### config.mk
export PLATFORM = sky130hd
export DESIGN_NAME = crc16_reply_frame_parser_unit_flat
export DESIGN_NICKNAME = d
export VERILOG_FILES = /design/src/rtl/core/crfp_pkg.sv /design/src/rtl/core/crfp_if.sv /design/src/rtl/core/crc16_reply_frame_parser_unit.sv /design/src/flat_wrapper.sv
export SDC_FILE = /design/constraint.sdc
export NUM_CORES = 1
export LEC_CHECK = 0
export ABC_AREA = 1
export BUFFER_PORTS_ARGS = -buffer_cell sky130_fd_sc_hd__buf_2
export CAP_MARGIN = 20
export CORE_MARGIN = 2
export CORE_UTILIZATION = 32
export CTS_BUF_LIST = sky130_fd_sc_hd__clkbuf_8
export DETAILED_ROUTE_END_ITERATION = 10
export SETUP_SLACK_MARGIN = 0.5
export SLEW_MARGIN = 20
export SYNTH_ARGS = -nofsm -noshare
export SYNTH_HDL_FRONTEND = slang
export SYNTH_SLANG_ARGS = --single-unit
### constraint.sdc
create_clock -name i_clk -period 1.85 [get_ports i_clk]
set_input_delay 0.37 -clock i_clk [delete_from_list [all_inputs] [get_ports i_clk]]
set_output_delay 0.37 -clock i_clk [all_outputs]
set_load 0.05 [all_outputs]
### src/rtl/core/crfp_pkg.sv
// Package for the CRC-16 reply frame parser.
// Holds the parse phase type, the result word type and the nibble-wise CRC functions.
// No dependencies.
package crfp_pkg;

    localparam logic [7:0]  HEADER_BYTE = 8'hFF;
    localparam logic [15:0] CRC_INIT    = 16'hFFFF;

    typedef enum logic [2:0] {
        PH_HEADER  = 3'd0,
        PH_LEN     = 3'd1,
        PH_CMD     = 3'd2,
        PH_STAT_HI = 3'd3,
        PH_STAT_LO = 3'd4,
        PH_DATA    = 3'd5,
        PH_CRC_HI  = 3'd6,
        PH_CRC_LO  = 3'd7
    } t_phase;

    typedef struct packed {
        logic        data_valid;
        logic [7:0]  data_out;
        logic [7:0]  data_index;
        logic        frame_end;
        logic        crc_match;
        logic        ready_flag;
        logic        error_flag;
        logic [7:0]  reply_command;
        logic [15:0] reply_status;
        logic [7:0]  reply_length;
    } t_result;

    // Carry-less product of a nibble with the polynomial 0x1021.
    function automatic logic [15:0] nib_tab(input logic [3:0] k);
        logic [15:0] p;
        p = 16'h0000;
        if (k[0]) p = p ^ 16'h1021;
        if (k[1]) p = p ^ 16'h2042;
        if (k[2]) p = p ^ 16'h4084;
        if (k[3]) p = p ^ 16'h8108;
        return p;
    endfunction

    function automatic logic [15:0] nib_step(input logic [15:0] crc, input logic [3:0] nib);
        return {crc[11:0], nib} ^ nib_tab(crc[15:12]);
    endfunction

    // High nibble goes in first.
    function automatic logic [15:0] crc_byte(input logic [15:0] crc, input logic [7:0] b);
        return nib_step(nib_step(crc, b[7:4]), b[3:0]);
    endfunction

endpackage

### src/rtl/core/crfp_if.sv
// Valid/ready channel interfaces for the reply frame parser.
// Depends on crfp_pkg for the result word type.
interface crfp_in_if;
    logic       valid;
    logic       ready;
    logic       req_type;
    logic [7:0] rx_byte;

    modport source (output valid, output req_type, output rx_byte, input ready);
    modport sink   (input valid, input req_type, input rx_byte, output ready);
endinterface

interface crfp_out_if;
    logic                 valid;
    logic                 ready;
    crfp_pkg::t_result    result;

    modport source (output valid, output result, input ready);
    modport sink   (input valid, input result, output ready);
endinterface

### src/rtl/core/crc16_reply_frame_parser_unit.sv
// Latency: a result word is valid in the cycle after its input word is accepted.
// Throughput: one word per cycle; the input is taken whenever the output register
// is empty or is being emptied in the same cycle, so one register parts both sides.
// Reset: synchronous, active low; clears the parse state, the flags and the output
// valid. A clear request on the input channel has the same effect on the parse state.
module crc16_reply_frame_parser_unit (
    input  logic            i_clk,
    input  logic            i_rst_n,
    crfp_in_if.sink         i_in,
    crfp_out_if.source      o_out
);
    import crfp_pkg::*;

    t_phase      r_phase, n_phase;
    logic [15:0] r_crc, n_crc;
    logic [7:0]  r_len, n_len;
    logic [7:0]  r_count, n_count;
    logic [7:0]  r_cmd, n_cmd;
    logic [15:0] r_status, n_status;
    logic [7:0]  r_crc_hi, n_crc_hi;
    logic        r_ready_bit, n_ready_bit;
    logic        r_error_bit, n_error_bit;
    logic        r_out_valid;
    t_result     r_out, n_out;

    logic        in_fire;
    logic [8:0]  next_index;
    logic        crc_equal;
    logic [15:0] crc_upd;

    assign i_in.ready   = !r_out_valid || o_out.ready;
    assign in_fire      = i_in.valid && i_in.ready;
    assign o_out.valid  = r_out_valid;
    assign o_out.result = r_out;

    assign next_index = {1'b0, r_count} + 9'd1;
    assign crc_equal  = ({r_crc_hi, i_in.rx_byte} == r_crc);
    assign crc_upd    = crc_byte(r_crc, i_in.rx_byte);

    // Next phase.
    always_comb begin
        n_phase = r_phase;
        if (in_fire) begin
            if (i_in.req_type) begin
                n_phase = PH_HEADER;
            end else begin
                unique case (r_phase)
                    PH_HEADER:  if (i_in.rx_byte == HEADER_BYTE) n_phase = PH_LEN;
                    PH_LEN:     n_phase = PH_CMD;
                    PH_CMD:     n_phase = PH_STAT_HI;
                    PH_STAT_HI: n_phase = PH_STAT_LO;
                    PH_STAT_LO: n_phase = (r_len == 8'd0) ? PH_CRC_HI : PH_DATA;
                    PH_DATA:    if (next_index >= {1'b0, r_len}) n_phase = PH_CRC_HI;
                    PH_CRC_HI:  n_phase = PH_CRC_LO;
                    PH_CRC_LO:  n_phase = PH_HEADER;
                    default:    n_phase = PH_HEADER;
                endcase
            end
        end
    end

    // Datapath and result word.
    always_comb begin
        n_crc       = r_crc;
        n_len       = r_len;
        n_count     = r_count;
        n_cmd       = r_cmd;
        n_status    = r_status;
        n_crc_hi    = r_crc_hi;
        n_ready_bit = r_ready_bit;
        n_error_bit = r_error_bit;
        n_out       = '0;
        if (in_fire) begin
            if (i_in.req_type) begin
                n_crc       = CRC_INIT;
                n_len       = 8'd0;
                n_count     = 8'd0;
                n_cmd       = 8'd0;
                n_status    = 16'd0;
                n_crc_hi    = 8'd0;
                n_ready_bit = 1'b0;
                n_error_bit = 1'b0;
            end else begin
                unique case (r_phase)
                    PH_HEADER: begin
                        if (i_in.rx_byte == HEADER_BYTE) begin
                            n_crc       = CRC_INIT;
                            n_count     = 8'd0;
                            n_error_bit = 1'b0;
                        end
                    end
                    PH_LEN: begin
                        n_crc = crc_upd;
                        n_len = i_in.rx_byte;
                    end
                    PH_CMD: begin
                        n_crc = crc_upd;
                        n_cmd = i_in.rx_byte;
                    end
                    PH_STAT_HI: begin
                        n_crc    = crc_upd;
                        n_status = {i_in.rx_byte, 8'd0};
                    end
                    PH_STAT_LO: begin
                        n_crc    = crc_upd;
                        n_status = {r_status[15:8], i_in.rx_byte};
                        n_count  = 8'd0;
                    end
                    PH_DATA: begin
                        n_crc            = crc_upd;
                        n_count          = next_index[7:0];
                        n_out.data_valid = 1'b1;
                        n_out.data_out   = i_in.rx_byte;
                        n_out.data_index = r_count;
                    end
                    PH_CRC_HI: begin
                        n_crc_hi = i_in.rx_byte;
                    end
                    PH_CRC_LO: begin
                        n_out.frame_end = 1'b1;
                        n_out.crc_match = crc_equal;
                        if (crc_equal) n_ready_bit = 1'b1;
                        else           n_error_bit = 1'b1;
                    end
                    default: begin
                        n_crc = r_crc;
                    end
                endcase
            end
        end
        n_out.ready_flag    = n_ready_bit;
        n_out.error_flag    = n_error_bit;
        n_out.reply_command = n_cmd;
        n_out.reply_status  = n_status;
        n_out.reply_length  = n_len;
    end

    always_ff @(posedge i_clk) begin
        if (!i_rst_n) begin
            r_phase     <= PH_HEADER;
            r_crc       <= CRC_INIT;
            r_len       <= 8'd0;
            r_count     <= 8'd0;
            r_cmd       <= 8'd0;
            r_status    <= 16'd0;
            r_crc_hi    <= 8'd0;
            r_ready_bit <= 1'b0;
            r_error_bit <= 1'b0;
            r_out_valid <= 1'b0;
        end else begin
            r_phase     <= n_phase;
            r_crc       <= n_crc;
            r_len       <= n_len;
            r_count     <= n_count;
            r_cmd       <= n_cmd;
            r_status    <= n_status;
            r_crc_hi    <= n_crc_hi;
            r_ready_bit <= n_ready_bit;
            r_error_bit <= n_error_bit;
            if (in_fire) begin
                r_out_valid <= 1'b1;
            end else if (o_out.ready) begin
                r_out_valid <= 1'b0;
            end
        end
    end

    always_ff @(posedge i_clk) begin
        if (in_fire) begin
            r_out <= n_out;
        end
    end

endmodule
### src/flat_wrapper.sv
// flat-port wrapper written by rule: the top's interface ports become plain ports
module crc16_reply_frame_parser_unit_flat import crfp_pkg::*;
  (i_clk, i_rst_n, i_in_valid, i_in_req_type, i_in_rx_byte, i_in_ready, o_out_valid, o_out_result, o_out_ready);
  crfp_in_if i_in_i ();
  crfp_out_if o_out_i ();
  input  logic i_clk;
  input  logic i_rst_n;
  input wire logic [$bits(i_in_i.valid)-1:0] i_in_valid;
  input wire logic [$bits(i_in_i.req_type)-1:0] i_in_req_type;
  input wire logic [$bits(i_in_i.rx_byte)-1:0] i_in_rx_byte;
  output wire logic [$bits(i_in_i.ready)-1:0] i_in_ready;
  output wire logic [$bits(o_out_i.valid)-1:0] o_out_valid;
  output wire logic [$bits(o_out_i.result)-1:0] o_out_result;
  input wire logic [$bits(o_out_i.ready)-1:0] o_out_ready;
  assign i_in_i.valid = i_in_valid;
  assign i_in_i.req_type = i_in_req_type;
  assign i_in_i.rx_byte = i_in_rx_byte;
  assign i_in_ready = i_in_i.ready;
  assign o_out_valid = o_out_i.valid;
  assign o_out_result = o_out_i.result;
  assign o_out_i.ready = o_out_ready;
  crc16_reply_frame_parser_unit u_core (.i_clk(i_clk), .i_rst_n(i_rst_n), .i_in(i_in_i), .o_out(o_out_i));
endmodule
After elaboration in Yosys (flattened, before gate mapping)
Cells that the tools add are included.
{"block": "totals", "reg_bits": 123, "input_bits": 13, "output_inout_bits": 55, "elab_cells": 102}
{"block": "classes", "add_sub_neg": 1, "magnitude_cmp": 1, "eq_ne": 11, "muxes": 43, "bitwise": 10, "n_reduce_logical": 16}
{"operator": "two-way mux 16 bit", "n": 6}
{"operator": "two-way mux 8 bit", "n": 10}
{"operator": "case mux 16 bit (2 select lines)", "n": 2}
{"operator": "XOR 16 bit", "n": 2}
{"operator": "two-way mux 15 bit", "n": 2}
{"operator": "two-way mux 14 bit", "n": 2}
{"operator": "two-way mux 13 bit", "n": 2}
{"operator": "case mux 3 bit (8 select lines)", "n": 1}
{"operator": "case mux 8 bit (3 select lines)", "n": 1}
{"operator": "NOT 2 -> 3 bit", "n": 6}
{"operator": "two-way mux 17 bit", "n": 1}
{"operator": "== test 16 bit", "n": 1}
{"operator": "== test 3 bit (second input constant)", "n": 4}
{"operator": "two-way mux 1 bit", "n": 10}
{"operator": "adder 8 x 1 -> 9 bit (second input constant)", "n": 1}
{"operator": "greater-or-equal comparator 9 x 8 -> 1 bit", "n": 1}
{"operator": "two-way mux 3 bit", "n": 3}
{"operator": "AND reduction 3 bit", "n": 3}
{"operator": "== test 8 bit (second input constant)", "n": 1}
{"operator": "zero test 8 bit", "n": 1}
{"operator": "== test 3 x 2 -> 1 bit (second input constant)", "n": 2}
{"operator": "!= test 3 x 2 -> 1 bit (second input constant)", "n": 2}
{"operator": "OR reduction 5 bit", "n": 1}
{"operator": "two-way mux 2 bit", "n": 2}
{"operator": "12 further kinds", "n": 15}

Logic depth before layout (Yosys ltp)
{"block": "logic_depth", "word_depth": 18, "mapped_depth": 17, "depth_no_buf": 17}

Worst setup path after synthesis
No wires, ideal clock.
{"block": "synth_path", "kind": "reg2reg", "from": "reg u_core.r_out_valid, in the netlist u_core.o_out.valid", "to": "reg u_core.r_out (netlist bit u_core.o_out.result[0]), enable pin", "arrival_ns": 2.161, "required_ns": 1.460, "slack_ns": -0.700, "stages_incl_launch_ff": 6, "n_path_buf": 2, "period_less_slack_ns": 2.550, "cell_sequence": "dfxtp_1 -> nand2_1 -> nand2_2 -> inv_2 -> buf_4 -> buf_2"}
{"block": "synth_between", "elab_chain_cells": 3}
{"item": "start: declaration", "line": "crc16_reply_frame_parser_unit.sv:23", "text": "logic r_out_valid;"}
{"item": "start signal: assignment", "line": "crc16_reply_frame_parser_unit.sv:149", "text": "r_out_valid <= 1'b0;"}
{"item": "start signal: assignment", "line": "crc16_reply_frame_parser_unit.sv:161", "text": "r_out_valid <= 1'b1;"}
{"item": "start signal: assignment", "line": "crc16_reply_frame_parser_unit.sv:163", "text": "r_out_valid <= 1'b0;"}
{"item": "zero test 1 bit", "line": "crc16_reply_frame_parser_unit.sv:31", "text": "assign i_in.ready = !r_out_valid || o_out.ready;"}
{"item": "logical OR 1 bit", "line": "crc16_reply_frame_parser_unit.sv:31"}
{"item": "net i_in_ready", "line": "flat_wrapper.sv:11", "text": "output wire logic [$bits(i_in_i.ready)-1:0] i_in_ready;"}
{"item": "logical AND 1 bit", "line": "crc16_reply_frame_parser_unit.sv:32", "text": "assign in_fire = i_in.valid && i_in.ready;"}
{"item": "net u_core.in_fire", "line": "crc16_reply_frame_parser_unit.sv:26", "text": "logic in_fire;"}
{"item": "end signal: assignment", "line": "crc16_reply_frame_parser_unit.sv:170", "text": "r_out <= n_out;"}
{"item": "end: declaration", "line": "crc16_reply_frame_parser_unit.sv:24", "text": "t_result r_out, n_out;"}
The timed path passes the listed nets, and every way through them passes these cells.
A chain may end at the register's enable or synchronous reset.

Worst setup path after layout
{"block": "layout_path", "from": "reg u_core.r_count[0]", "to": "reg u_core.r_phase[2]"}
{"block": "layout_between", "elab_chain_cells": 4}
{"item": "start: declaration", "line": "crc16_reply_frame_parser_unit.sv:17", "text": "logic [7:0] r_count, n_count;"}
{"item": "start signal: assignment", "line": "crc16_reply_frame_parser_unit.sv:154", "text": "r_count <= n_count;"}
{"item": "adder 8 x 1 -> 9 bit", "line": "crc16_reply_frame_parser_unit.sv:36", "text": "assign next_index = {1'b0, r_count} + 9'd1;"}
{"item": "greater-or-equal comparator 9 x 8 -> 1 bit", "line": "crc16_reply_frame_parser_unit.sv:53", "text": "PH_DATA: if (next_index >= {1'b0, r_len}) n_phase = PH_CRC_HI;"}
{"item": "!= test 3 x 2 -> 1 bit (no line)"}
{"item": "AND reduction 3 bit (no line)"}
{"item": "end signal: assignment", "line": "crc16_reply_frame_parser_unit.sv:151", "text": "r_phase <= n_phase;"}
{"item": "end: declaration", "line": "crc16_reply_frame_parser_unit.sv:14", "text": "t_phase r_phase, n_phase;"}
Every way passes these cells.

==> results.yml <==
synth:
  synth_area_leaders: "edfxtp_1 29%, dfxtp_1 26%, nand2_1 8.8%"
  synthDistinctLibCells: 35
  syn_area_mm2: 0.00547
  synth_common_cells: "128 x nand2_1, 70 x dfxtp_1, 55 x inv_1"
  synth_seq_area_share: 0.547
  syn_inst: 606
  synth-edff-count: 53
  async_flop_share: 0
  synth_compound_area_frac: 0.0769
  synthSimpleGateAreaFrac: 0.233
  synth.most_common_cell: "nand2_1"
  synth_top_cell_by_area: "edfxtp_1"
  avgSynthCellArea_um2: 9.02
  ys_ff_latch: 123
  synthesis.nets: 628
  synth_top_area_share: 0.291
  synth_flop_cell: "dfxtp_1"
  synthAdderAreaFrac: 0.0206
  yosys_warnings: 0
  synthXorXnorAreaFrac: 0.0593
  synth_top_family_by_area: "simple AND/OR/NAND/NOR gates"
  synth_mux_area_frac: 0
placement:
  dp_slack_ns: -0.0851
  place_congestion: 0.835
  io_buffers: 67
  place_inst: 898
  post-dp-hpwl_mm: 9.05
  placed_area_mm2: 0.00642
sta:
  finalWorstSetupSlack_ns: -0.0851
  max_freq_ghz: 0.517
  final.setup_skew_ns: 0.0110
  drv_slew: 0
  min_period_ns: 1.94
  rsz0062_at_grt: "true"
  maxSlewHeadroom: 0.706
  setup_viol: 3
  hold_viol_final: 0
  hold_ws_ns: 0.265
  fin_crit_sh: 1.05
  tightest_slew_ns: 0.438
critical_path:
  path_class: "register to register"
  worst_ep_required_time_ns: 2.24
  worstPathArrival_ns: 2.32
  path_buf_inv: 0
  startpoint_type: "register"
  r2r_start: "u_core.r_count[0]$_SDFFE_PN0P_"
  crit_top_cell: "nand2_1"
  critPathMaxStageDelay_ns: 0.37
  crit_start: "u_core.r_count[0]$_SDFFE_PN0P_"
  cp_max_fo: 4
  path_cells: "ha_4, nand3_4, xor2_2, ha_1, nand2_1, nor2_1, nand2_1, nand3_1, nand2_1, nand2_1, nand2_1, nand2_2, nand2_2, nand2_1, nand2_1, nor2_1"
  critPathSlowestCell: "dfxtp_4"
  endpoint_kind: "register"
  cp_top_family: "simple AND/OR/NAND/NOR gates"
global_routing:
  grt_remaining_overflow: 0
  antenna_found_initial: 0
  grt_pass1_vias: 4325
  grt_pass1_wl_mm: 22.2
  grtUsageTotal: 0.160
  grt_max_degree: 41
floorplan:
  start_util: 0.329
  fp-row-count: 47
  coreArea_mm2: 0.0166
  die_w_um: 135
  io_pins: 68
  fp.dieH_um: 135
  die_area_mm2: 0.0182
finish:
  antennaDiodeCount: 0
  fin_cells: 964
  finalNetCount: 753
  stdcell_area_mm2: 0.00815
  layout-drive-gt1-share: 0.456
  syn_to_final_growth_pct: 49.1
clock_tree:
  hold_buffers: 0
  clk_pin_slew_worst_paths_ns: 0.07
  clock_latency_ns: 0.46
  root_buffer: "clkbuf_8"
  clock_sinks: 123
  htree_num_levels: 4
  cts_buffers: 17
  cts_tree: "built"
  clk_path_buf_depth: 2
status:
  status: "complete, but fails checks"
  violations: "setup timing"
route:
  num_vias: 4588
  drtAntennaViolNets: 0
  finalWirelength_mm: 14.5
  via_per_inst: 4.76
  firstDrtPassIters: 4
  routedWlPerCell_um: 15.0
  drcViolationCount: 0
  drtIter0Drc: 353
power:
  power_leakage_nw: 3.31
  power_density_mw_per_mm2: 911
  vdd_drop_max_uv: 528
  total_power_mw: 7.43
worst_hold_path:
  hp-class: "input pin to register"
  hp-start: "i_in_valid"
run:
  cap_violations: 0
==> final cells by class <==
class	count	area (um^2)
multi-input combinational	402	2870
sequential	123	3060
inverter	62	265
clock buffer	17	234
clock inverter	15	158
timing repair buffer	125	1300
tap	220	275
fill	1508	8490
==> per-stage QoR <==
stage	TNS [ns]	utilization
floorplan	0	-
global placement	-0.0674	0.386
detailed placement	-0.188	0.386
CTS	-0.0831	0.452
global route	-0.658	0.490
finish	-0.135	0.490
==> worst min-delay path, delay by kind of cell <==
kind | cells | cell delay (ns)
AO/OA/AOI/OAI | 1 | 0.07
buffers and inverters | 1 | 0.13
AND/OR/NAND/NOR | 1 | 0.12
==> routing by layer <==
layer  global-route usage  share of wire  vias to the layer above
met5                    0              0                        -
met4               0.0579          0.019                        0
met3               0.0439          0.057                       24
met2                0.245           0.47                      113
met1                0.216           0.45                     2185
li1                     -              -                     2266
==> power by group <==
| part | total (mW) | internal (mW) | switching [mW] |
|---|---|---|---|
| combinational | 1.89 | 0.776 | 1.11 |
| sequential | 3.14 | 3.01 | 0.125 |
| clock | 2.41 | 1.30 | 1.10 |
| total | 7.43 | 5.09 | 2.34 |
==> cells in the final DEF, fill, tap and decap left out, drive strengths merged <==
master and instances:
nand2 135, buf 123, dfxtp 70, inv 61, nand3 56, edfxtp 53
nor2 47, a21oi 47, xnor2 30, clkbuf 19, a22oi 16, and2 16
nand4 11, clkinv 11, o21ai 10, ha 9, xor2 7, or2 6
and3 6, nor3 3, bufinv 3, clkinvlp 2, nand2b 1, o21a 1
nor3b 1
==> repair_timing <==
item / 4_1_cts / 5_1_grt
endpoints found under the setup margin: 193 / 153
gates cloned: 2 / 3
gates resized for setup: 178 / 119
pin swaps: 16 / 41
setup buffers: 14 / 15
==> cells by family (layout without fill, tap and decap cells) <==
logic type	count (synthesis)	in the layout
AO/OA/AOI/OAI	74	74
XOR/XNOR	37	37
adder cells (fa/ha/maj)	9	9
buffers and inverters	84	219
flip-flops	123	123
AND/OR/NAND/NOR	279	282
==> final timing paths <==
path | slack [ns] | cells past startpoint | end
worst min register to register | 0.46 | 2 | u_core.r_status[4]$_SDFF_PN0_
worst max-delay path | -0.09 | 16 | u_core.r_phase[2]$_SDFFE_PN0P_
worst max register to register | -0.09 | 16 | u_core.r_phase[2]$_SDFFE_PN0P_
worst min-delay path | 0.26 | 3 | u_core.o_out.valid$_SDFFE_PN0P_
==> sequential cells by signal, indices dropped and copies added, names as in the netlist <==
name / cells
u_core.o_out.result: 53
u_core.r_crc: 16
u_core.r_status: 16
u_core.r_cmd: 8
u_core.r_count: 8
u_core.r_crc_hi: 8
u_core.r_len: 8
u_core.r_phase: 3
u_core.o_out.valid: 1
u_core.r_error_bit: 1
u_core.r_ready_bit: 1
Power figures use the tool's default switching activity.
